**src/design/wdw_pkg.sv**
```systemverilog
// Shared types and constants for the weighted draw block.
`timescale 1ns / 1ps

package wdw_pkg;

    // Fixed field widths of the channels and the register port
    localparam int REG_COUNT = 6;
    localparam int WEIGHT_W  = 8;
    localparam int CFG_IDX_W = 3;
    localparam int RAND_W    = 16;
    localparam int KIND_W    = 3;
    localparam int DIV_CNT_W = $clog2(RAND_W);

    // Opcodes of an input item
    localparam logic OP_RELOAD = 1'b0;
    localparam logic OP_DRAW   = 1'b1;

    typedef enum logic [2:0] {
        ST_IDLE,
        ST_EXEC,
        ST_CHECK,
        ST_DIV,
        ST_SCAN,
        ST_DONE
    } wdw_state_t;

    // Commands from the controller to the datapath
    typedef struct packed {
        logic capture;
        logic reload;
        logic sum;
        logic set_exhausted;
        logic pick_direct;
        logic div_step;
        logic scan_step;
        logic out_load;
    } wdw_cmd_t;

    // Status from the datapath to the controller
    typedef struct packed {
        logic op_draw;
        logic total_zero;
        logic rnd_below_total;
        logic div_last;
        logic scan_hit;
        logic scan_last;
        logic out_free;
    } wdw_status_t;

endpackage

```
**src/design/wdw_in_if.sv**
```systemverilog
// Request channel: opcode and raw random value with valid/ready.
`timescale 1ns / 1ps

interface wdw_in_if;
    import wdw_pkg::*;

    logic              valid;
    logic              ready;
    logic              opcode;
    logic [RAND_W-1:0] random_value;

    modport source (output valid, output opcode, output random_value, input ready);
    modport sink   (input valid, input opcode, input random_value, output ready);
endinterface

```
**src/design/wdw_out_if.sv**
```systemverilog
// Response channel: chosen kind and exhausted flag with valid/ready.
`timescale 1ns / 1ps

interface wdw_out_if;
    import wdw_pkg::*;

    logic              valid;
    logic              ready;
    logic [KIND_W-1:0] chosen_kind;
    logic              exhausted;

    modport source (output valid, output chosen_kind, output exhausted, input ready);
    modport sink   (input valid, input chosen_kind, input exhausted, output ready);
endinterface

```
**src/design/wdw_datapath.sv**
```systemverilog
// Datapath: weights, remaining counts, sum, serial modulo, prefix scan, output register.
`timescale 1ns / 1ps

module wdw_datapath #(
    parameter int NUM_KINDS  = 6,
    parameter int COUNT_BITS = 8
) (
    input  logic                           clk,
    input  logic                           rst_n,
    input  wdw_pkg::wdw_cmd_t              cmd,
    output wdw_pkg::wdw_status_t           status,
    input  logic                           opcode,
    input  logic [wdw_pkg::RAND_W-1:0]     random_value,
    input  logic                           write_en,
    input  logic [wdw_pkg::CFG_IDX_W-1:0]  write_index,
    input  logic [wdw_pkg::WEIGHT_W-1:0]   write_data,
    output logic                           out_valid,
    input  logic                           out_ready,
    output logic [wdw_pkg::KIND_W-1:0]     chosen_kind,
    output logic                           exhausted
);
    import wdw_pkg::*;

    localparam int IDX_W   = $clog2(NUM_KINDS);
    localparam int TOTAL_W = COUNT_BITS + $clog2(NUM_KINDS);
    localparam int CMP_W   = (TOTAL_W > RAND_W) ? TOTAL_W : RAND_W;
    localparam logic [IDX_W-1:0]     LAST_IDX = IDX_W'(NUM_KINDS - 1);
    localparam logic [DIV_CNT_W-1:0] LAST_BIT = DIV_CNT_W'(RAND_W - 1);

    logic [WEIGHT_W-1:0]   weight_reg [REG_COUNT];
    logic [COUNT_BITS-1:0] count_reg  [NUM_KINDS];
    logic [COUNT_BITS-1:0] reload_val [NUM_KINDS];

    logic                  op_reg;
    logic [RAND_W-1:0]     rnd_reg;
    logic [TOTAL_W-1:0]    total_reg;
    logic [TOTAL_W-1:0]    total_next;
    logic [TOTAL_W-1:0]    rem_reg;
    logic [TOTAL_W-1:0]    rem_next;
    logic [TOTAL_W:0]      trial;
    logic [TOTAL_W-1:0]    prefix_reg;
    logic [TOTAL_W-1:0]    prefix_next;
    logic [IDX_W-1:0]      idx_reg;
    logic [DIV_CNT_W-1:0]  bit_cnt_reg;
    logic [COUNT_BITS-1:0] cur_count;
    logic                  scan_hit;
    logic [KIND_W-1:0]     res_kind_reg;
    logic                  res_exh_reg;
    logic                  out_valid_reg;
    logic [KIND_W-1:0]     out_kind_reg;
    logic                  out_exh_reg;

    // Write weight registers; indexes past the list are dropped
    always_ff @(posedge clk or negedge rst_n)
    begin
        if (!rst_n)
        begin
            for (int i = 0; i < REG_COUNT; i++)
            begin
                weight_reg[i] <= '0;
            end
        end
        else if (write_en && (write_index < CFG_IDX_W'(REG_COUNT)))
        begin
            weight_reg[write_index] <= write_data;
        end
    end

    // Reload values: weight masked or widened to the count width, zero for kinds without a register
    for (genvar g = 0; g < NUM_KINDS; g++)
    begin : g_reload
        if (g < REG_COUNT)
        begin : g_weighted
            logic [COUNT_BITS+WEIGHT_W-1:0] wide;
            assign wide          = {{COUNT_BITS{1'b0}}, weight_reg[g]};
            assign reload_val[g] = wide[COUNT_BITS-1:0];
        end
        else
        begin : g_unweighted
            assign reload_val[g] = '0;
        end
    end

    // Total of the remaining counts
    always_comb
    begin
        total_next = '0;
        for (int k = 0; k < NUM_KINDS; k++)
        begin
            total_next = total_next + TOTAL_W'(count_reg[k]);
        end
    end

    // One restoring step of the modulo: shift in the next random bit, subtract if it fits
    assign trial    = {rem_reg, rnd_reg[RAND_W-1]};
    assign rem_next = (trial >= {1'b0, total_reg}) ? TOTAL_W'(trial - {1'b0, total_reg})
                                                   : trial[TOTAL_W-1:0];

    // Prefix scan over the kinds, one kind a cycle
    assign cur_count   = count_reg[idx_reg];
    assign prefix_next = prefix_reg + TOTAL_W'(cur_count);
    assign scan_hit    = (cur_count != '0) && (rem_reg < prefix_next);

    // Remaining counts: reload from weights or take one ticket on a hit
    always_ff @(posedge clk or negedge rst_n)
    begin
        if (!rst_n)
        begin
            for (int k = 0; k < NUM_KINDS; k++)
            begin
                count_reg[k] <= '0;
            end
        end
        else if (cmd.reload)
        begin
            for (int k = 0; k < NUM_KINDS; k++)
            begin
                count_reg[k] <= reload_val[k];
            end
        end
        else if (cmd.scan_step && scan_hit)
        begin
            count_reg[idx_reg] <= cur_count - 1'b1;
        end
    end

    // Working registers of one item
    always_ff @(posedge clk)
    begin
        if (cmd.capture)
        begin
            op_reg       <= opcode;
            rnd_reg      <= random_value;
            rem_reg      <= '0;
            prefix_reg   <= '0;
            idx_reg      <= '0;
            bit_cnt_reg  <= '0;
            res_kind_reg <= '0;
            res_exh_reg  <= 1'b0;
        end
        else
        begin
            if (cmd.sum)
            begin
                total_reg <= total_next;
            end
            if (cmd.set_exhausted)
            begin
                res_exh_reg <= 1'b1;
            end
            if (cmd.pick_direct)
            begin
                rem_reg <= TOTAL_W'(rnd_reg);
            end
            if (cmd.div_step)
            begin
                rem_reg     <= rem_next;
                rnd_reg     <= rnd_reg << 1;
                bit_cnt_reg <= bit_cnt_reg + 1'b1;
            end
            if (cmd.scan_step)
            begin
                prefix_reg <= prefix_next;
                idx_reg    <= idx_reg + 1'b1;
                if (scan_hit)
                begin
                    res_kind_reg <= KIND_W'(idx_reg);
                end
            end
        end
    end

    // Output register: a new result may load while the old one transfers
    always_ff @(posedge clk or negedge rst_n)
    begin
        if (!rst_n)
        begin
            out_valid_reg <= 1'b0;
        end
        else if (cmd.out_load)
        begin
            out_valid_reg <= 1'b1;
        end
        else if (out_ready)
        begin
            out_valid_reg <= 1'b0;
        end
    end

    always_ff @(posedge clk)
    begin
        if (cmd.out_load)
        begin
            out_kind_reg <= res_kind_reg;
            out_exh_reg  <= res_exh_reg;
        end
    end

    assign out_valid   = out_valid_reg;
    assign chosen_kind = out_kind_reg;
    assign exhausted   = out_exh_reg;

    // Status to the controller
    always_comb
    begin
        status                 = '0;
        status.op_draw         = (op_reg == OP_DRAW);
        status.total_zero      = (total_reg == '0);
        status.rnd_below_total = (CMP_W'(rnd_reg) < CMP_W'(total_reg));
        status.div_last        = (bit_cnt_reg == LAST_BIT);
        status.scan_hit        = scan_hit;
        status.scan_last       = (idx_reg == LAST_IDX);
        status.out_free        = !out_valid_reg || out_ready;
    end

endmodule

```
**src/design/wdw_ctrl.sv**
```systemverilog
// Controller: sequences capture, sum, modulo, scan and result hand-off.
`timescale 1ns / 1ps

module wdw_ctrl (
    input  logic                 clk,
    input  logic                 rst_n,
    input  logic                 req_valid,
    output logic                 req_ready,
    output wdw_pkg::wdw_cmd_t    cmd,
    input  wdw_pkg::wdw_status_t status
);
    import wdw_pkg::*;

    wdw_state_t state_reg;
    wdw_state_t state_next;

    // State register
    always_ff @(posedge clk or negedge rst_n)
    begin
        if (!rst_n)
        begin
            state_reg <= ST_IDLE;
        end
        else
        begin
            state_reg <= state_next;
        end
    end

    // Next state and commands
    always_comb
    begin
        state_next = state_reg;
        cmd        = '0;
        req_ready  = 1'b0;
        case (state_reg)
            ST_IDLE:
            begin
                req_ready = 1'b1;
                if (req_valid)
                begin
                    cmd.capture = 1'b1;
                    state_next  = ST_EXEC;
                end
            end
            ST_EXEC:
            begin
                if (status.op_draw)
                begin
                    cmd.sum    = 1'b1;
                    state_next = ST_CHECK;
                end
                else
                begin
                    cmd.reload = 1'b1;
                    state_next = ST_DONE;
                end
            end
            ST_CHECK:
            begin
                if (status.total_zero)
                begin
                    cmd.set_exhausted = 1'b1;
                    state_next        = ST_DONE;
                end
                else if (status.rnd_below_total)
                begin
                    cmd.pick_direct = 1'b1;
                    state_next      = ST_SCAN;
                end
                else
                begin
                    state_next = ST_DIV;
                end
            end
            ST_DIV:
            begin
                cmd.div_step = 1'b1;
                if (status.div_last)
                begin
                    state_next = ST_SCAN;
                end
            end
            ST_SCAN:
            begin
                cmd.scan_step = 1'b1;
                if (status.scan_hit || status.scan_last)
                begin
                    state_next = ST_DONE;
                end
            end
            ST_DONE:
            begin
                if (status.out_free)
                begin
                    cmd.out_load = 1'b1;
                    state_next   = ST_IDLE;
                end
            end
            default:
            begin
                state_next = ST_IDLE;
            end
        endcase
    end

endmodule

```
**src/design/weighted_draw_without_replacement.sv**
```systemverilog
// Weighted draw without replacement: top level joining controller and datapath.
// Sequence: a reload passes EXEC and DONE from transfer in to result valid; a draw with nothing
// left passes EXEC, CHECK and DONE; a draw below the total passes EXEC, CHECK, one SCAN state per
// kind scanned up to the hit, then DONE; otherwise the 16-step serial modulo in DIV precedes SCAN.
// Flow: one item at a time; DONE waits for a free output, next transfer in the cycle after the load.
// Reset: counts and weights clear to zero, controller idles, output register empty.
`timescale 1ns / 1ps

module weighted_draw_without_replacement #(
    parameter int NUM_KINDS  = 6,
    parameter int COUNT_BITS = 8
) (
    input  logic                          clk,
    input  logic                          rst_n,
    wdw_in_if.sink                        req,
    wdw_out_if.source                     rsp,
    input  logic                          write_en,
    input  logic [wdw_pkg::CFG_IDX_W-1:0] write_index,
    input  logic [wdw_pkg::WEIGHT_W-1:0]  write_data
);
    import wdw_pkg::*;

    wdw_cmd_t    cmd;
    wdw_status_t status;

    // Sequencer
    wdw_ctrl u_ctrl (
        .clk       (clk),
        .rst_n     (rst_n),
        .req_valid (req.valid),
        .req_ready (req.ready),
        .cmd       (cmd),
        .status    (status)
    );

    // Storage and arithmetic
    wdw_datapath #(
        .NUM_KINDS  (NUM_KINDS),
        .COUNT_BITS (COUNT_BITS)
    ) u_datapath (
        .clk          (clk),
        .rst_n        (rst_n),
        .cmd          (cmd),
        .status       (status),
        .opcode       (req.opcode),
        .random_value (req.random_value),
        .write_en     (write_en),
        .write_index  (write_index),
        .write_data   (write_data),
        .out_valid    (rsp.valid),
        .out_ready    (rsp.ready),
        .chosen_kind  (rsp.chosen_kind),
        .exhausted    (rsp.exhausted)
    );

endmodule
```
**src/flat_wrapper.sv**
```systemverilog
// flat-port wrapper written by rule: the top's interface ports become plain ports
module weighted_draw_without_replacement_flat import wdw_pkg::*;
#(
    parameter int NUM_KINDS  = 6,
    parameter int COUNT_BITS = 8
)
  (clk, rst_n, write_en, write_index, write_data, req_valid, req_opcode, req_random_value, req_ready, rsp_valid, rsp_chosen_kind, rsp_exhausted, rsp_ready);
  wdw_in_if req_i ();
  wdw_out_if rsp_i ();
  input  logic clk;
  input  logic rst_n;
  input  logic write_en;
  input  logic [wdw_pkg::CFG_IDX_W-1:0] write_index;
  input  logic [wdw_pkg::WEIGHT_W-1:0] write_data;
  input wire logic [$bits(req_i.valid)-1:0] req_valid;
  input wire logic [$bits(req_i.opcode)-1:0] req_opcode;
  input wire logic [$bits(req_i.random_value)-1:0] req_random_value;
  output wire logic [$bits(req_i.ready)-1:0] req_ready;
  output wire logic [$bits(rsp_i.valid)-1:0] rsp_valid;
  output wire logic [$bits(rsp_i.chosen_kind)-1:0] rsp_chosen_kind;
  output wire logic [$bits(rsp_i.exhausted)-1:0] rsp_exhausted;
  input wire logic [$bits(rsp_i.ready)-1:0] rsp_ready;
  assign req_i.valid = req_valid;
  assign req_i.opcode = req_opcode;
  assign req_i.random_value = req_random_value;
  assign req_ready = req_i.ready;
  assign rsp_valid = rsp_i.valid;
  assign rsp_chosen_kind = rsp_i.chosen_kind;
  assign rsp_exhausted = rsp_i.exhausted;
  assign rsp_i.ready = rsp_ready;
  weighted_draw_without_replacement #(.NUM_KINDS(NUM_KINDS), .COUNT_BITS(COUNT_BITS)) u_core (.clk(clk), .rst_n(rst_n), .req(req_i), .rsp(rsp_i), .write_en(write_en), .write_index(write_index), .write_data(write_data));
endmodule
```
**config.mk**
```make
export PLATFORM = sky130hd
export DESIGN_NAME = weighted_draw_without_replacement_flat
export DESIGN_NICKNAME = d
export VERILOG_FILES = /design/src/design/wdw_pkg.sv /design/src/design/wdw_in_if.sv /design/src/design/wdw_out_if.sv /design/src/design/wdw_datapath.sv /design/src/design/wdw_ctrl.sv /design/src/design/weighted_draw_without_replacement.sv /design/src/flat_wrapper.sv
export SDC_FILE = /design/constraint.sdc
export NUM_CORES = 1
export LEC_CHECK = 0
export BUFFER_PORTS_ARGS = -buffer_cell sky130_fd_sc_hd__buf_2
export CORE_UTILIZATION = 25
export CTS_BUF_LIST = sky130_fd_sc_hd__clkbuf_4 sky130_fd_sc_hd__clkbuf_8
export DETAILED_ROUTE_END_ITERATION = 8
export GPL_ROUTABILITY_DRIVEN = 0
export GPL_TIMING_DRIVEN = 0
export PLACE_DENSITY_LB_ADDON = 0.25
export SETUP_SLACK_MARGIN = 0.1
export SYNTH_ARGS = -nofsm -noshare
export SYNTH_HDL_FRONTEND = slang
export SYNTH_SLANG_ARGS = --single-unit
```
**constraint.sdc**
```tcl
create_clock -name clk -period 6.7 [get_ports clk]
set_input_delay 0.67 -clock clk [delete_from_list [all_inputs] [get_ports clk]]
set_output_delay 0.67 -clock clk [all_outputs]
set_load 0.03 [all_outputs]
```
Yosys cells after proc, flatten, opt, wreduce, memory -nomap -nowiden
Index checks and enable logic that the tools add are counted.
W data, S select, Z words.
- flip-flop bits (word level): 165
- input bits: 33
- output and inout port bits: 6
- logic and storage cells: 115
- $add $sub $neg: 10
- magnitude comparators: 8
- equal/unequal tests: 11
- muxes and demuxes: 40
- bitwise gates (word level): 3
- reductions and logical operators: 18
- operator list (kind ; number):
    $bwmux W48 ; 2
    $mux W48 ; 2
    $demux W8 S3 ; 2
    $add A11 B8 Y11 ; 3
    $mux W11 ; 3
    $mux W16 ; 2
    $mux W8 ; 4
    $bmux W8 S3 ; 1
    $mux W3 ; 7
    $pmux W3 S6 ; 1
    $lt A16 B11 Y1 ; 1
    $mux W1 ; 14
    $ge A12 B11 Y1 ; 1
    $add A10 B8 Y11 ; 1
    $logic_not A11 Y1 ; 1
    $lt A11 B11 Y1 ; 1
    $sub A11 B11 Y11 ; 1
    $add A9 B8 Y10 ; 1
    $add A8 B8 Y9 ; 1
    $eq A3 B3 Y1 const B ; 3
    $ge A4 B4 Y1 const B ; 2
    $lt A4 B1 Y1 const B ; 2
    $not A3 Y4 ; 2
    $reduce_bool A2 Y1 ; 4
    18 further kinds ; 28

Depth between registers and ports, before layout
Gate-level depths: netlist of the first run.
- depth after elaboration: 10
- mapped depth: 25
- depth with buffers taken out: 20

By module
Synthesis of the first run repeated with hierarchy kept, for this count alone.
- cell total of the unflattened synthesis: 919
- area, all modules: 10159.7 µm²
- modules (own cells, without submodules) (module ; times used ; cells each ; area each (µm²) ; seq. area each (µm²)):
    wdw_datapath ; 1 ; 885 ; 9858.2 ; 4048.9
    wdw_ctrl ; 1 ; 34 ; 301.5 ; 75.1

Least setup slack after synthesis of the first run
Ideal clock, no wire load.
- path kind: register to register
- start: register u_core.u_datapath.idx_reg[0]
- end: register u_core.u_datapath.count_reg[2] (netlist bit)
- setup time: 0.126 ns
- arrival: 5.034 ns
- required time: 6.574 ns
- slack: 1.540 ns
- stages on the path, launching flop included: 23
- buffers on the path: 4
- period minus slack after synthesis: 5.160 ns
- path through: dfxtp_1 buf_6 buf_8 buf_8 mux4_2 a22o_4 ha_1 fa_1 a21oi_1 o21bai_1 a21oi_1 o21ai_0 nand2_1 xor2_1 ha_1 a21o_1 a211oi_1 a221oi_1 a211oi_1 and4_1 clkbuf_1 nor2_1 a221o_1
- longest elaborated chain between the ends: 9
- elaborated cells between the ends (all ways): 19
- classes of those cells: 2 x add/sub; 3 x order compare; 8 x mux; 1 x bitwise; 5 x reduce/logical
- RTL lines (element ; RTL line ; RTL):
    from (decl) ; wdw_datapath.sv:43 ; logic [IDX_W-1:0] idx_reg;
    from (signal assigned) ; wdw_datapath.sv:164 ; idx_reg <= idx_reg + 1'b1;
    $not A3 Y4 (implied by the code) * ; wdw_datapath.sv:100, wdw_datapath.sv:123 ;
    $bmux W8 S3 ; wdw_datapath.sv:100 ; assign cur_count = count_reg[idx_reg];
    $mux W8 (implied by the code) (2 in series) ; wdw_datapath.sv:100 ;
    $add A11 B8 Y11 ; wdw_datapath.sv:101 ; assign prefix_next = prefix_reg + TOTAL_W'(cur_count);
    $lt A11 B11 Y1 ; wdw_datapath.sv:102 ; assign scan_hit = (cur_count != '0) && (rem_reg < prefix_next);
    $logic_and A1 B1 Y1 ; wdw_datapath.sv:102 ;
    $logic_and A1 B1 Y1 ; wdw_datapath.sv:121 ; else if (cmd.scan_step && scan_hit)
    $reduce_bool A2 Y1 (no line) ; -- ;
    to (signal, indexed assignment) ; wdw_datapath.sv:118 ; count_reg[k] <= reload_val[k];
    to (signal, indexed assignment) ; wdw_datapath.sv:123 ; count_reg[idx_reg] <= cur_count - 1'b1;
    to (decl) ; wdw_datapath.sv:31 ; logic [COUNT_BITS-1:0] count_reg [NUM_KINDS];
Mark *: on every way between the ends. The rest lies on a longest branch, timed or not. The select of a mux whose other input is x is not followed.
A chain may end at the register's enable or synchronous reset.

Final worst setup path of the first run
- start: register u_core.u_datapath.idx_reg[2]
- end: register u_core.u_datapath.count_reg[6] (netlist bit)
The elaborated chain is that of the path after synthesis.

==> impl_metrics.ini, run 1 <==
[run_status]
outcome = complete, no violations

[synth]
yosysWarnings = 0
yosysSeqAreaShare = 0.415
yosysUniqueCellTypes = 74
synth.net_count = 1076
ys_top_cells_by_area = dfrtp_1 (25%), edfxtp_1 (9.7%), mux2_2 (6.9%), fa_1 (6.9%), dfxtp_1 (6.6%)
synthCells = 958
synth-seq-cells = 165
synth_edf_count = 32
synthMostInstantiatedCell = nand2_1
synth_common_cells = nand2_1 (112), dfrtp_1 (100), nor2_1 (64)
synthesis.area_sq_um = 9930
yosys_most_used_dff = dfrtp_1
yosysTopAreaCellShare = 0.252
yosysTopAreaCell = dfrtp_1
avgSynthCellArea_sq_um = 10.4
synthArstFlopShare = 0.606

[drt]
dr.pass1.iters = 6
drt_wl_total_um = 28700
post_drt_via_cell_ratio = 4.87
route.detailed.drc = 0
vias = 7527
initialDrtViolationCount = 595
wl_per_cell_um = 18.6
ant_nets = 0

[critical_path]
reg2reg_depth = 23
cp-start-kind = register
cp.arrival_ns = 6.64
path_class = reg -> reg
reg2reg_slack_ns = 0.42
rr_startpoint = u_core.u_datapath.idx_reg[2]$_SDFFE_PP0N_
crit_fanout = 10
worst_r2r_endpoint = u_core.u_datapath.count_reg[6]$_DFFE_PN0P_
worstSetupEndpointType = register
cp.required_ns = 7.06

[cts]
cts_buffers = 17
clock-sinks = 165
ctsLongestPathBuffers = 2
cts-resized-gates = 0
worstSkewPairLatency_ns = 0.48
h-tree-depth = 4
clk_pin_slew_ns = 0.10
tritoncts = built
post_cts_buffers = 0
root_buffer = clkbuf_8
hold_buffers = 0

[sta]
finClkSkew_ns = 0.0155
finalCritPeriodShare = 0.938
final.min_clock_period_ns = 6.28
finalSetupViolCount = 0
holdWs_ns = 0.145
rsz0062_at_grt = no
slew_headroom = 0.171
final_max_slew_viol_count = 0
finalHoldViolCount = 0
final.setup.tns_ns = 0
tightest_slew_ns = 1.24
max_freq_ghz = 0.159

[floorplan]
dieArea_sq_um = 40500
core_sq_um = 38900
die_w_um = 201
die_h_um = 201
rows = 72
io_pins = 39
initial_core_util = 0.255

[global_routing]
antenna_found_initial = 0
grt-ovfl-total = 0
grt_start_max_net_pins = 67
grt_pass1_vias = 7518
grt.total_usage = 0.144
grt_pass1_wl_um = 44700

[hold_path]
hp-class = in -> async

[place]
placed_area_sq_um = 10800
placedCellCount = 1514
hpwl_um = 22700
portBuffers = 36

[cells_and_area]
syn2layout_area_growth_pct = 12.8
stdcell_count = 1546
final_nets = 1133
diodes = 0
finalInstanceArea_sq_um = 11200
n_fill_cell = 4126
layout-drive-gt1-share = 0.165

[run]
drv_cap = 0
-- metal layers --
metal,GRT usage,up-vias,share of wire
li1,-,3584,-
met2,0.228,174,0.45
met5,0,-,0
met3,0.0272,36,0.046
met1,0.200,3733,0.48
met4,0.0419,0,0.021
-- through the flow --
stage / util / setup slack [ns]
floorplan: - / 1.54
global placement: 0.277 / 0.174
detailed placement: 0.278 / 0.201
CTS: 0.288 / 0.159
global route: 0.288 / 0.122
finish: 0.288 / 0.416
-- placed cells by master (no fill, tap or decap), drive strengths merged, types with 21 or more instances in the layout --
| cell type | count |
|---|---|
| a21oi | 36 |
| a221o | 34 |
| and3 | 21 |
| buf | 51 |
| clkbuf | 46 |
| dfrtp | 100 |
| dfxtp | 33 |
| edfxtp | 32 |
| fa | 34 |
| ha | 51 |
| inv | 63 |
| mux2 | 61 |
| nand2 | 112 |
| nand3 | 30 |
| nor2 | 66 |
| o21ai | 25 |
-- area by class of cell --
type | instances | area, sq um | share of cell area
Clock inverter | 15 | 154 | 0.0137
Inverter | 53 | 199 | 0.0177
Clock buffer | 17 | 234 | 0.0209
Multi-Input combinational cell | 698 | 5430 | 0.484
Sequential cell | 165 | 4120 | 0.368
Tap cell | 518 | 648 | 0.0578
Timing Repair Buffer | 38 | 215 | 0.0192
Buffer | 42 | 208 | 0.0185
-- critical path, cell delays in order (launching register included) --
cell and delay, ns:
dfxtp_1 0.31, buf_2 0.22, buf_6 0.17, buf_2 0.24, mux2_2 0.36, a22oi_1 0.24, nor2_1 0.07, nor2_1 0.20
inv_1 0.12, fa_1 0.44, a21oi_1 0.17, o21bai_1 0.11, a21oi_1 0.20, o21ai_0 0.20, nand2_1 0.13, xor2_1 0.17
ha_1 0.26, a21o_1 0.16, a211oi_1 0.41, o211ai_1 0.22, a211oi_2 0.60, nand4_1 0.50, and3_1 0.38, a221o_1 0.26
-- cell families (layout without fill, tap and decap cells) --
kind of cell / after synthesis / after routing / synth area share
and+or+nand+nor: 325 / 325 / 0.160
DFF: 165 / 165 / 0.415
AOI/OAI and AO/OA: 186 / 186 / 0.139
muxes: 71 / 71 / 0.0843
buffers and inverters: 95 / 165 / 0.0409
adders and majority gates: 85 / 85 / 0.133
xor gates and xnor gates: 31 / 31 / 0.0273
-- worst max-delay path by stage --
stage,start,end,slack (ns),cells after the start
4_1_cts,u_core.u_datapath.idx_reg[0]$_SDFFE_PP0N_,u_core.u_datapath.count_reg[6]$_DFFE_PN0P_,0.16,21
5_1_grt,u_core.u_datapath.idx_reg[2]$_SDFFE_PP0N_,u_core.u_datapath.count_reg[1]$_DFFE_PN0P_,0.12,23
3_5_place_dp,u_core.u_datapath.idx_reg[0]$_SDFFE_PP0N_,u_core.u_datapath.count_reg[6]$_DFFE_PN0P_,0.20,21
3_3_place_gp,u_core.u_datapath.idx_reg[2]$_SDFFE_PP0N_,u_core.u_datapath.count_reg[7]$_DFFE_PN0P_,0.17,23
6_report,u_core.u_datapath.idx_reg[2]$_SDFFE_PP0N_,u_core.u_datapath.count_reg[6]$_DFFE_PN0P_,0.42,23
2_1_floorplan,u_core.u_datapath.idx_reg[0]$_SDFFE_PP0N_,u_core.u_datapath.count_reg[2]$_DFFE_PN0P_,1.54,22
Power of run 1 is left out: the tool's default activity adds up to more than one toggle a clock period on the data nets, which glitch-free logic cannot reach.
==> inputs of run 2 (changes only) <==
--- a/config.mk
+++ b/config.mk
@@ -11,7 +11,7 @@
 export DETAILED_ROUTE_END_ITERATION = 8
 export GPL_ROUTABILITY_DRIVEN = 0
 export GPL_TIMING_DRIVEN = 0
-export PLACE_DENSITY_LB_ADDON = 0.25
+export PLACE_DENSITY = 0.38
 export SETUP_SLACK_MARGIN = 0.1
 export SYNTH_ARGS = -nofsm -noshare
 export SYNTH_HDL_FRONTEND = slang
==> run 2 against run 1 <==
Net effect: critical path type unchanged; critical endpoint is now u_core.u_datapath.count_reg[30]$_DFFE_PN0P_; sequential cell count unchanged; maximum frequency increased by 5.0%; clock skew increased by 0.0021 ns.
==> impl_metrics.ini, run 2 (synthesized netlist as in run 1, its figures left out) <==
[run_status]
outcome = complete, no violations

[drt]
drt_wl_total_um = 31500
vias = 7498
dr.pass1.iters = 5
wl_per_cell_um = 20.3
route.detailed.drc = 0
initialDrtViolationCount = 559
ant_nets = 0
post_drt_via_cell_ratio = 4.83

[cells_and_area]
final_cell_mix = nand2_1 (112), dfrtp_1 (100), nor2_1 (64), mux2_2 (61), inv_1 (52)
layout-drive-gt1-share = 0.175
n_fill_cell = 4167
stdcell_count = 1552
diodes = 0
final_nets = 1139
layout_commonest_cell = nand2_1
syn2layout_area_growth_pct = 13.6

[place]
placedCellCount = 1515
portBuffers = 36
dpl_worst_slack_ns = -0.00636
hpwl_um = 24500

[global_routing]
gr-usage-met2 = 0.253
grt.total_usage = 0.161
grt_pass1_vias = 7523
grt-ovfl-total = 0
grt_start_max_net_pins = 60
busiest_layer = met2
met1_usage = 0.217
antenna_found_initial = 0
grtUsageMet3 = 0.0337
grt_pass1_wl_um = 48100

[sta]
finalSetupViolCount = 0
max_freq_ghz = 0.167
finClkSkew_ns = 0.0176
final_max_slew_viol_count = 0
rsz0062_at_grt = no
finalCritPeriodShare = 0.893
slew_headroom = 0.278
final.min_clock_period_ns = 5.99
tightest_slew_ns = 1.07
finalHoldViolCount = 0
fin_ws_ns = 0.714
final.setup.tns_ns = 0

[floorplan]
initial_core_util = 0.255
core_sq_um = 38900
io_pins = 39
die_w_um = 201
rows = 72
dieArea_sq_um = 40500
die_h_um = 201

[hold_path]
hp-class = in -> async

[cts]
root_buffer = clkbuf_8
h-tree-depth = 4
clock-sinks = 165
cts_buffers = 17
worstSkewPairLatency_ns = 0.50
clk_pin_slew_ns = 0.09
tritoncts = built
ctsLongestPathBuffers = 2

[critical_path]
worstSetupEndpointType = register
path_class = reg -> reg
crit_fanout = 10
cp.arrival_ns = 6.37
cp-start-kind = register
cp.required_ns = 7.09

[run]
drv_cap = 0
[run 2: layout make-up]
cell class / count / area, sq um / share of cell area
clock inverters: 10 / 95.1 / 0.00843
flip-flops and latches: 165 / 4120 / 0.366
well taps: 518 / 648 / 0.0575
clock buffers: 22 / 290 / 0.0257
plain buffers: 42 / 210 / 0.0186
multi-input cells: 698 / 5440 / 0.483
repair buffers: 44 / 270 / 0.0240
inverters: 53 / 199 / 0.0176
[run 2: routing by layer]
metal / routed length (um) / vias up
met4: 801 / 0
met2: 14300 / 135
met5: 0 / -
met3: 1160 / 37
met1: 15200 / 3725
li1: - / 3601
[run 2: worst max-delay path, stage by stage (launching register included)]
cell,delay [ns]
dfxtp_1,0.40
buf_6,0.19
buf_8,0.15
buf_8,0.15
mux4_2,0.53
a22o_4,0.32
ha_1,0.22
fa_1,0.42
a21oi_1,0.18
o21bai_1,0.11
a21oi_1,0.22
o21ai_0,0.22
nand2_1,0.13
xor2_1,0.18
ha_1,0.27
a21o_1,0.17
a211oi_2,0.29
a221oi_1,0.22
nand2_1,0.26
and3_1,0.19
clkbuf_1,0.33
buf_2,0.35
nor2_1,0.09
a221o_1,0.26
[run 2: what timing repair did]
item | 4_1_cts | 5_1_grt
endpoints found under the setup margin | 7 | 20
hold buffers | 0 | 0
pin swaps | 0 | 2
resized for setup | 1 | 5
setup buffers | 0 | 5
[run 2: stage by stage]
stage                      util  cell area (sq um)  hold slack (ns)
final                     0.290              11300            0.158
after global routing      0.290              11300            0.167
after CTS                 0.289              11200            0.135
after detailed placement  0.279              10800            0.423
after global placement    0.277              10800            0.422
after floorplan               -               9930            0.374
[run 2: path summary, 6_finish.rpt]
path	from	endpoint	slack, ns	cells past startpoint
max reg2reg	u_core.u_datapath.idx_reg[0]$_SDFFE_PP0N_	u_core.u_datapath.count_reg[30]$_DFFE_PN0P_	0.71	23
min in group clk	req_opcode	u_core.u_datapath.op_reg$_DFFE_PP_	0.35	1
max	u_core.u_datapath.idx_reg[0]$_SDFFE_PP0N_	u_core.u_datapath.count_reg[30]$_DFFE_PN0P_	0.71	23
max in group asynchronous	rst_n	u_core.u_ctrl.state_reg[2]$_DFFE_PN0P_	5.82	2
min	rst_n	u_core.u_datapath.g_reload[2].g_weighted.wide[0]$_DFFE_PN0P_	0.16	1
min reg2reg	u_core.u_datapath.res_kind_reg[2]$_SDFFE_PP0P_	u_core.u_datapath.chosen_kind[2]$_DFFE_PP_	0.44	0
Power of run 2 is left out for the same reason.
